### src/hdl/ols_pkg.sv
// shared types and constants for the ordered list shift store
`default_nettype none
package ols_pkg;

    localparam int POS_W     = 6;
    localparam int VAL_W     = 32;
    localparam int CNT_OUT_W = 7;

    typedef enum logic [2:0] {
        ACT_PUSH   = 3'd0,
        ACT_POP    = 3'd1,
        ACT_INSERT = 3'd2,
        ACT_REMOVE = 3'd3,
        ACT_GET    = 3'd4
    } action_t;

    typedef enum logic [1:0] {
        ST_OK    = 2'd0,
        ST_RANGE = 2'd1,
        ST_FULL  = 2'd2
    } status_t;

    // what every cell does in the cycle of a transfer
    typedef enum logic [1:0] {
        CELL_HOLD   = 2'd0,
        CELL_PUSH   = 2'd1,
        CELL_INSERT = 2'd2,
        CELL_REMOVE = 2'd3
    } cell_op_t;

    typedef struct packed {
        logic [2:0]       action;
        logic [POS_W-1:0] position;
        logic [VAL_W-1:0] item_value;
    } ols_in_t;

    typedef struct packed {
        logic [VAL_W-1:0]     read_value;
        logic [1:0]           status;
        logic [CNT_OUT_W-1:0] entry_count;
        logic                 is_full;
        logic                 is_empty;
    } ols_out_t;

    // command broadcast from the control to the cell row
    typedef struct packed {
        cell_op_t         op;
        logic [POS_W-1:0] pos;
        logic [VAL_W-1:0] item;
    } ols_cmd_t;

endpackage
`default_nettype wire

### src/hdl/ols_cell.sv
// one storage cell of the list, loads the item or takes a neighbor's word
`default_nettype none
module ols_cell #(
    parameter int INDEX = 0,
    parameter int CW    = 7,
    parameter int DW    = 32
) (
    input  wire logic              aclk,
    input  wire ols_pkg::ols_cmd_t cmd,
    input  wire logic [CW-1:0]     count,
    input  wire logic [DW-1:0]     lower_data,
    input  wire logic [DW-1:0]     upper_data,
    output logic      [DW-1:0]     data,
    output logic      [DW-1:0]     rd_tap
);
    import ols_pkg::*;

    localparam int CMP_W = (CW > POS_W) ? CW : POS_W;
    localparam logic [CMP_W-1:0] IDX = CMP_W'(INDEX);

    logic [DW-1:0]    data_reg;
    logic [DW-1:0]    data_next;
    logic [CMP_W-1:0] pos_ext;
    logic [CMP_W-1:0] cnt_ext;

    assign pos_ext = CMP_W'(cmd.pos);
    assign cnt_ext = CMP_W'(count);

    // next word of this cell
    always_comb begin
        data_next = data_reg;
        case (cmd.op)
            CELL_PUSH: begin
                if (IDX == cnt_ext) data_next = DW'(cmd.item);
            end
            CELL_INSERT: begin
                if (IDX == pos_ext) data_next = DW'(cmd.item);
                else if (IDX > pos_ext) data_next = lower_data;
            end
            CELL_REMOVE: begin
                if (IDX >= pos_ext) data_next = upper_data;
            end
            default: data_next = data_reg;
        endcase
    end

    always_ff @(posedge aclk) begin
        data_reg <= data_next;
    end

    // word presented on the read bus when this cell is addressed
    assign data   = data_reg;
    assign rd_tap = (IDX == pos_ext) ? data_reg : '0;

endmodule
`default_nettype wire

### config.mk
export PLATFORM = sky130hd
export DESIGN_NAME = ols_cell
export DESIGN_NICKNAME = d
export VERILOG_FILES = /design/src/hdl/ols_pkg.sv /design/src/hdl/ols_cell.sv
export SDC_FILE = /design/constraint.sdc
export NUM_CORES = 1
export LEC_CHECK = 0
export BUFFER_PORTS_ARGS = -buffer_cell sky130_fd_sc_hd__buf_2
export CORE_AREA = 2 2 79 81
export DETAILED_ROUTE_END_ITERATION = 10
export DIE_AREA = 0 0 81 83
export PLACE_DENSITY_LB_ADDON = 0.1
export SYNTH_ARGS = -nofsm -noshare
export SYNTH_HDL_FRONTEND = slang
export SYNTH_SLANG_ARGS = --single-unit
### constraint.sdc
create_clock -name aclk -period 2.1 [get_ports aclk]
set_input_delay 0.105 -clock aclk [delete_from_list [all_inputs] [get_ports aclk]]
set_output_delay 0.105 -clock aclk [all_outputs]
set_load 0.02 [all_outputs]
==> summary.txt, run 1 <==
Clocking
  – Reg clk slew, reported paths: ~60 ps
  – Post-CTS setup repair buffer count: 0
  – Clock Tree Root: clkbuf_8
  – CTS tree: built
  – Clock Path Buffers: 2
  – Post-cts gate resize count: 0
  – Clock sink count: 32
  – Hold Buf Count CTS: 0
  – Max H-tree Level: 2
  – Num CTS Buffers: 5

Global routing
  – Vias in the first global route: around 2100
  – GRT Total Usage: 18.9%
  – Initial antenna violation count: 0
  – Grt total ovfl: 0
  – First-pass GRT wire length: 9900 um
  – Largest net degree at the start of global routing: 34

Synth
  – Count of state elements after synthesis: 32
  – Syn Inst Count: ~230
  – Synth cell types: 18
  – Yosys warns: 0
  – Post-synth EDFFs: 32
  – Top FF cell, synth: edfxtp_1
  – Syn Nets: approximately 350
  – Synthesized area: roughly 2300 sq um
  – Async SR Flop Fraction: 0%
  – Sequential area share after synthesis: a little over two fifths
  – Post-Syn Area per Cell: ~10 sq um

Cells and area
  – Register area: between 900 and 1000 sq um
  – Area Growth Syn to Fin: 42.9%
  – Net count, final: roughly 520
  – Commonest cells after routing, fill and taps aside: buf_2, nand2_1, inv_1
  – Final cell count without fillers: 476
  – Filler Cells Inserted: between 500 and 600
  – Post-route cell area: approximately 3300 sq um
  – Most common cell after layout, fill and taps aside: buf_2
  – Multi-input gate area: 1060 sq um
  – Ant diodes: 0
  – Max FFs per register: 32
  – Final core occ: 56.6%
  – Layout cells sized above 1: between 50% and 60%

Route
  – Routed wire length: between 6000 and 7000 um
  – Post-DRT Antenna Nets: 0
  – Post-DR vias/cell: about 4.8
  – Via Count: around 2300
  – Per-cell routed wire length: 13.5 um
  – DRC violations left: 0
  – Initial DRC count: 84
  – Drt pass-1 iters: 4

Pwr
  – Leakage: 1.73 nW
  – Power per cell area: ~550 nW/um^2
  – VDD IR max: 0.000270 V
  – Power Total: about 1.8 mW

Timing
  – Setup ws final: 571 ps
  – Final period util: ~73%
  – Max Transition Viols Final: 0
  – Setup TNS Final: 0 ps
  – RSZ-0062 raised after global routing: no
  – Slew @ Worst Pin: 327 ps
  – Fin crit period: about 1500 ps
  – Peak Freq: between 600 and 700 MHz
  – Relative slew slack: between 70% and 80%
  – Final hold vios: 0
  – Final hold slack: roughly 110 ps
  – Final Setup Violations: 0

Placement
  – Placer Congestion: about 0.73
  – I/O Buffers: around 180
  – Place WS: 264 ps
  – Post-DP Area: roughly 3200 sq um
  – Placed Instances: around 470
  – Hpwl dp: between 4000 and 5000 um

Setup path
  – Critical Path Fanout Max: 32
  – Worst setup SP type: primary input
  – Worst EP arrival: between 1500 and 2000 ps
  – CP required: 2080 ps
  – Crit. path cell count: 5
  – Slowest stage cell, crit path: or4_1
  – Crit. End Element: register
  – WS Path Type: primary input to register
  – Crit path max-delay family: compound AO/OA/AOI/OAI gates
  – Slowest stage delay, CP: between 500 and 600 ps
  – Worst path cell trace: buf_2 > or4_1 > o41ai_1 > o221a_2 > buf_12
  – CP Buf/Inv Count: 2

Flow run
  – MaxCap Viol Count: 0

Floorplanning
  – Die W: a little over 80 um
  – Total core area: a little under 6000 sq um
  – Die height: between 80 and 90 um
  – # IOs: approximately 180
  – Initial Util: between 30% and 40%
  – Die area: around 6700 sq um
  – Row cnt: 28

Hold path
  – Hold depth: 3
  – Type of the tightest min-delay check: primary input to register

Run status
  – Status: finished clean
==> worst min-delay path, stage by stage <==
cell and delay, ps:
buf_2 70, nand2_1 50, o221ai_2 50
==> path summary, 6_finish.rpt <==
path	startpoint	slack [ps]	endpoint
worst min-delay path	upper_data[16]	110	data[16]
worst max-delay path	count[2]	570	data[16]
==> power breakdown <==
group          internal [mW]  switching [mW]
registers              0.811          0.0365
clock network          0.225           0.210
logic                  0.227           0.307
total                   1.26           0.553
==> synth_stat cells (2+ instances only) <==
cell type  count  area [sq um]
and3_1        30           188
and3_2         2          15.0
buf_12         3          60.1
buf_6          4          45.0
clkbuf_1      14          52.6
edfxtp_1      32           961
ha_1           4          50.1
inv_1         35           131
nand2_1       64           240
nor2_1         3          11.3
o221ai_2      31           465
==> kinds of logic (layout without fill, tap and decap cells) <==
kind of cell / count (synthesis) / count (layout) / synth area share (%)
buf+inv: 56 / 228 / 12.5
flops: 32 / 32 / 41.7
fa+ha+maj: 4 / 4 / 2.17
compound gates: 35 / 35 / 22.4
simple gates: 102 / 102 / 21.2
==> final cells by class <==
cell class                      count  area share (%)
Tap cell                           75            2.85
Inverter                           35            3.99
Clock buffer                        6            2.20
Multi-Input combinational cell    141            32.1
Clock inverter                      1           0.152
Timing Repair Buffer              186            29.5
Sequential cell                    32            29.2
==> per-layer routing <==
metal,track usage (%),part of all wire (%)
met5,0,0
met4,5.08,1.1
met3,3.91,8.7
met2,32.3,50
met1,24.0,41
(Power assumes the default switching activity.)
==> run 2, diff against run 1 <==
==> constraint.sdc (replaced) <==
create_clock -name aclk -period 1.48 [get_ports aclk]
set_input_delay 0.074 -clock aclk [delete_from_list [all_inputs] [get_ports aclk]]
set_output_delay 0.074 -clock aclk [all_outputs]
set_load 0.02 [all_outputs]
==> summary.txt, run 2 (synthesis results as in run 1) <==
Timing
  – Peak Freq: about 700 MHz
  – Final Setup Violations: 0 (unchanged)
  – Fin crit period: between 1000 and 1500 ps
  – Slew @ Worst Pin: 344 ps (+16.8 ps)
  – Max Transition Viols Final: 0 (unchanged)
  – Final hold vios: 0 (unchanged)
  – Relative slew slack: 77.1% (-0.83 points)
  – Final period util: 94.9%
  – RSZ-0062 raised after global routing: no

Route
  – Drt pass-1 iters: 6 (+2)
  – Post-DR vias/cell: 4.75 (-1.1%)
  – Via Count: 2269 (-0.70%)
  – Post-DRT Antenna Nets: 0 (unchanged)
  – DRC violations left: 0 (unchanged)
  – Per-cell routed wire length: 13.7 um (+1.2%)
  – Initial DRC count: 44 (-48%)
  – Routed wire length: 6530 um (+1.6%)

Cells and area
  – Commonest cells after routing, fill and taps aside: buf_2, nand2_1, inv_1
  – Net count, final: 518 (+0.19%)
  – Layout cells sized above 1: 57.8% (+0.46 points)
  – Max FFs per register: 32 (unchanged)
  – Filler Cells Inserted: 555 (-0.89%)
  – Final core occ: 58.3% (+1.6 points)
  – Most common cell after layout, fill and taps aside: buf_2
  – Ant diodes: 0 (unchanged)
  – Area Growth Syn to Fin: 47.0%

Global routing
  – First-pass GRT wire length: 10100 um (+2.4%)
  – GRT Total Usage: 19.5% (+0.53 points)
  – Vias in the first global route: 2145 (+2.2%)
  – Initial antenna violation count: 0 (unchanged)
  – Grt total ovfl: 0 (unchanged)
  – Largest net degree at the start of global routing: 33 (-2.9%)

Setup path
  – Crit path from: count[2]
  – Crit. End Element: register
  – CP required: 1470 ps (-610 ps)
  – Critical Path Fanout Max: 18 (-44%)
  – CP endpoint: data[30]
  – WS Path Type: primary input to register
  – Worst EP arrival: 1400 ps (-110 ps)
  – Worst setup SP type: primary input

Pwr
  – Internal power: 1.83 mW (+45%)
  – Clock network fraction of total power: 24.2% (+0.3 points)
  – Logic pwr share: 30.2% (+0.8 points)
  – VDD IR max: 0.000398 V (+48%)
  – Switching power: 0.817 mW (+48%)
  – Leakage: 1.76 nW (+1.8%)
  – Power per cell area: 780 nW/um^2 (+41%)
  – Seq pwr share: 45.6% (-1.0 points)
  – Power Total: 2.64 mW (+46%)
  – Switching power share of the total: 30.9% (+0.43 points)

Floorplanning
  – Die W: 81 um (unchanged)
  – Row cnt: 28 (unchanged)
  – Initial Util: 39.6% (unchanged)
  – Die height: 83 um (unchanged)
  – Total core area: 5820 sq um (unchanged)
  – Die area: 6720 sq um (unchanged)
  – # IOs: 176 (unchanged)

Clocking
  – Post-CTS setup repair buffer count: 0 (unchanged)
  – Reg clk slew, reported paths: 60 ps (about the same)
  – Post-cts gate resize count: 0 (unchanged)
  – Clock Tree Root: clkbuf_8
  – Clock Path Buffers: 2 (unchanged)
  – Num CTS Buffers: 5 (unchanged)
  – Hold Buf Count CTS: 0 (unchanged)
  – Clock sink count: 32 (unchanged)
  – Max H-tree Level: 2 (unchanged)
  – CTS tree: built

Placement
  – Hpwl dp: 5110 um (+3.5%)
  – Placer Congestion: 0.712 (-2.6%)
  – I/O Buffers: 175 (unchanged)

Flow run
  – MaxCap Viol Count: 0 (unchanged)

Run status
  – Status: finished clean

Hold path
  – Type of the tightest min-delay check: primary input to register
==> run 2: stage by stage <==
| stage | setup TNS, ps | setup WS, ps | instance area [sq um] | hold WS [ps] | instances |
|---|---|---|---|---|---|
| 6_report | 0 | 75.5 | 3390 | 76.1 | 478 |
| 5_1_grt | 0 | 39.1 | 3390 | 68.0 | 478 |
| 4_1_cts | 0 | 25.7 | 3380 | 70.9 | 478 |
| 3_5_place_dp | -8340 | -269 | 3290 | 362 | 470 |
| 3_3_place_gp | -8440 | -273 | 3290 | 358 | 470 |
| 2_1_floorplan | -4310 | -135 | 2320 | 273 | 229 |
==> run 2: how the worst min path moves through the flow <==
| stage | cells past startpoint | slack [ps] | end | from |
|---|---|---|---|---|
| finish | 3 | 80 | data[15] | upper_data[15] |
| global route | 3 | 70 | data[7] | upper_data[7] |
| CTS | 3 | 70 | data[15] | upper_data[15] |
| detailed placement | 3 | 360 | data[15] | upper_data[15] |
| global placement | 3 | 360 | data[4] | upper_data[4] |
| floorplan | 2 | 270 | data[15] | upper_data[15] |
==> run 2: layer usage <==
layer / vias up / routed length (um) / GRT usage (%)
met5: - / 0 / 0
met4: 0 / 27 / 3.70
met3: 2 / 619 / 5.65
met2: 106 / 3360 / 34.9
met1: 1009 / 2520 / 22.8
li1: 1152 / - / -
==> run 2: cell type report <==
| cell class | count | area, sq um | share of cell area (%) |
|---|---|---|---|
| repair buffers | 187 | 1030 | 30.4 |
| multi-input cells | 141 | 1090 | 32.2 |
| inverters | 35 | 131 | 3.88 |
| clock inverters | 2 | 11.3 | 0.332 |
| clock buffers | 6 | 72.6 | 2.14 |
| flip-flops and latches | 32 | 961 | 28.4 |
| well taps | 75 | 93.8 | 2.77 |
==> run 2: power groups by stage <==
stage,Combinational (mW),Sequential [mW],Clock [mW]
after floorplan,0.300,1.37,0
after global placement,0.799,1.22,0
after detailed placement,0.806,1.22,0
after CTS,0.808,1.21,0.654
after global routing,0.872,1.22,0.705
final,0.799,1.20,0.640
==> run 2: worst max-delay path, stage by stage <==
cell     delay, ps
buf_2           90
or4_4          530
o41ai_4        250
o221a_4        270
buf_12         160
==> run 3, diff against run 2 <==
--- a/config.mk
+++ b/config.mk
@@ -10,6 +10,7 @@
 export DETAILED_ROUTE_END_ITERATION = 10
 export DIE_AREA = 0 0 81 83
 export PLACE_DENSITY_LB_ADDON = 0.1
+export RECOVER_POWER = 50
 export SYNTH_ARGS = -nofsm -noshare
 export SYNTH_HDL_FRONTEND = slang
 export SYNTH_SLANG_ARGS = --single-unit
==> constraint.sdc (replaced) <==
create_clock -name aclk -period 1.3 [get_ports aclk]
set_input_delay 0.065 -clock aclk [delete_from_list [all_inputs] [get_ports aclk]]
set_output_delay 0.065 -clock aclk [all_outputs]
set_load 0.02 [all_outputs]
==> summary.txt, run 3 (synthesis results as in run 1) <==
Cells and area
  – Filler Cells Inserted: 600 (+8.1%)
  – Commonest cells after routing, fill and taps aside: buf_2, nand2_1, inv_1
  – Max FFs per register: 32 (unchanged)
  – Area Growth Syn to Fin: 47.5%
  – Net count, final: 526 (+1.5%)
  – Multi-input gate area: 1070 sq um (-1.7%)
  – Layout cells sized above 1: 50.4% (-7.5 points)
  – Most common cell after layout, fill and taps aside: buf_2
  – Register area: 961 sq um (unchanged)
  – Ant diodes: 0 (unchanged)

Route
  – Per-cell routed wire length: 14.1 um (+2.8%)
  – Post-DRT Antenna Nets: 0 (unchanged)
  – Post-DR vias/cell: 4.79 (+0.95%)
  – DRC violations left: 0 (unchanged)
  – Drt pass-1 iters: 4 (-2)
  – Via Count: 2329 (+2.6%)
  – Routed wire length: 6830 um (+4.5%)
  – Initial DRC count: 70 (+59%)

Floorplanning
  – Initial Util: 39.6% (unchanged)
  – Die area: 6720 sq um (unchanged)
  – # IOs: 176 (unchanged)
  – Total core area: 5820 sq um (unchanged)
  – Die height: 83 um (unchanged)
  – Die W: 81 um (unchanged)
  – Row cnt: 28 (unchanged)

Flow run
  – MaxCap Viol Count: 0 (unchanged)

Clocking
  – Max H-tree Level: 2 (unchanged)
  – CTS tree: built
  – Hold Buf Count CTS: 0 (unchanged)
  – Reg clk slew, reported paths: 70 ps (about the same)
  – Clock Tree Root: clkbuf_8
  – Clock Path Buffers: 2 (unchanged)
  – Post-CTS setup repair buffer count: 0 (unchanged)
  – Num CTS Buffers: 5 (unchanged)
  – Clock sink count: 32 (unchanged)

Hold path
  – Hold depth: 3 (unchanged)
  – Type of the tightest min-delay check: primary input to register
  – Hold Path Origin: upper_data[22]
  – Hold path endpoint: data[22]

Setup path
  – Worst setup SP type: primary input
  – Worst EP arrival: 1380 ps (-20 ps)
  – CP required: 1290 ps (-180 ps)
  – WS Path Type: primary input to register
  – Crit. End Element: register
  – Critical Path Fanout Max: 17 (-1)

Pwr
  – VDD IR max: 0.000636 V (+60%)
  – Leakage: 1.72 nW (-2.4%)
  – Power per cell area: 933 nW/um^2 (+20%)
  – Power Total: 3.17 mW (+20%)

Run status
  – Failing checks: setup timing
  – Status: finished with violations

Timing
  – Max Transition Viols Final: 0 (unchanged)
  – Peak Freq: 717 MHz
  – Final hold slack: 64.2 ps (-11.9 ps)
  – Final period util: 107%
  – RSZ-0062 raised after global routing: yes
  – Final Setup Violations: 32 (+32)
  – Fin crit period: about 1400 ps
  – Slew @ Worst Pin: 353 ps (+9.30 ps)
  – Setup ws final: -95.2 ps (-171 ps)
  – Relative slew slack: 76.5% (-0.62 points)
  – Final hold vios: 0 (unchanged)

Global routing
  – GRT Total Usage: 20.6% (+1.1 points)
  – Vias in the first global route: 2239 (+4.4%)
  – First-pass GRT wire length: 10700 um (+5.2%)
  – Grt total ovfl: 0 (unchanged)
  – Largest net degree at the start of global routing: 33 (unchanged)
  – Initial antenna violation count: 0 (unchanged)

Placement
  – Hpwl dp: 5290 um (+3.5%)
  – I/O Buffers: 175 (unchanged)
  – Placer Congestion: 0.786 (+10%)
[run 3: cell count changes in the layout (fill, tap and decap cells not counted), sizes merged]
cell      change
clkinvlp      -1
clkbuf       +38
bufinv        +1
buf          -30
[run 3: timing repair]
item,4_1_cts,5_1_grt
resized for setup,2,7
pin swaps,0,1
setup endpoints to repair,32,46
[run 3: final cells by class]
cell class / count / area share, %
multi-input cells: 141 / 31.5
inverters: 35 / 3.86
clock inverters: 2 / 1.03
repair buffers: 195 / 30.4
flip-flops and latches: 32 / 28.3
well taps: 75 / 2.76
clock buffers: 6 / 2.13
[run 3: where the power goes]
group / switching [mW] / internal [mW] / total, mW / leakage, nW
clock network: 0.354 / 0.568 / 0.922 / 0.0552
registers: 0.0644 / 1.31 / 1.37 / 0.297
logic: 0.511 / 0.363 / 0.874 / 1.37
[run 3: through the flow]
stage	cells	TNS, ps	util [%]	instance area, sq um	worst slack, ps
5_1_grt	486	-4030	58.5	3400	-134
3_5_place_dp	478	-18450	57.0	3320	-427
6_report	486	-2780	58.5	3400	-95.2
2_1_floorplan	229	-9780	-	2330	-306
4_1_cts	486	-2290	59.2	3440	-78.9
3_3_place_gp	478	-17040	57.0	3320	-407
[run 3: worst max-delay path, cell delays in order]
cell and delay [ps]:
buf_6 90, or4_4 530, o41ai_4 260, o221a_4 280, buf_12 160
[run 3: worst max-delay path by stage]
| stage | startpoint | to | cells past startpoint |
|---|---|---|---|
| 6_report | count[2] | data[8] | 5 |
| 4_1_cts | count[2] | data[7] | 5 |
| 5_1_grt | count[2] | data[7] | 5 |
| 3_5_place_dp | count[2] | data[7] | 5 |
| 2_1_floorplan | count[2] | data[0] | 3 |
| 3_3_place_gp | count[2] | data[7] | 5 |
[run 3: per-layer routing]
metal  GRT usage [%]  wire length, um  vias up
met1            24.0             2620     1048
met2            37.0             3600      103
met3            4.46              501        9
met5               0                0        -
met4            5.86              106        0
li1                -                -     1169
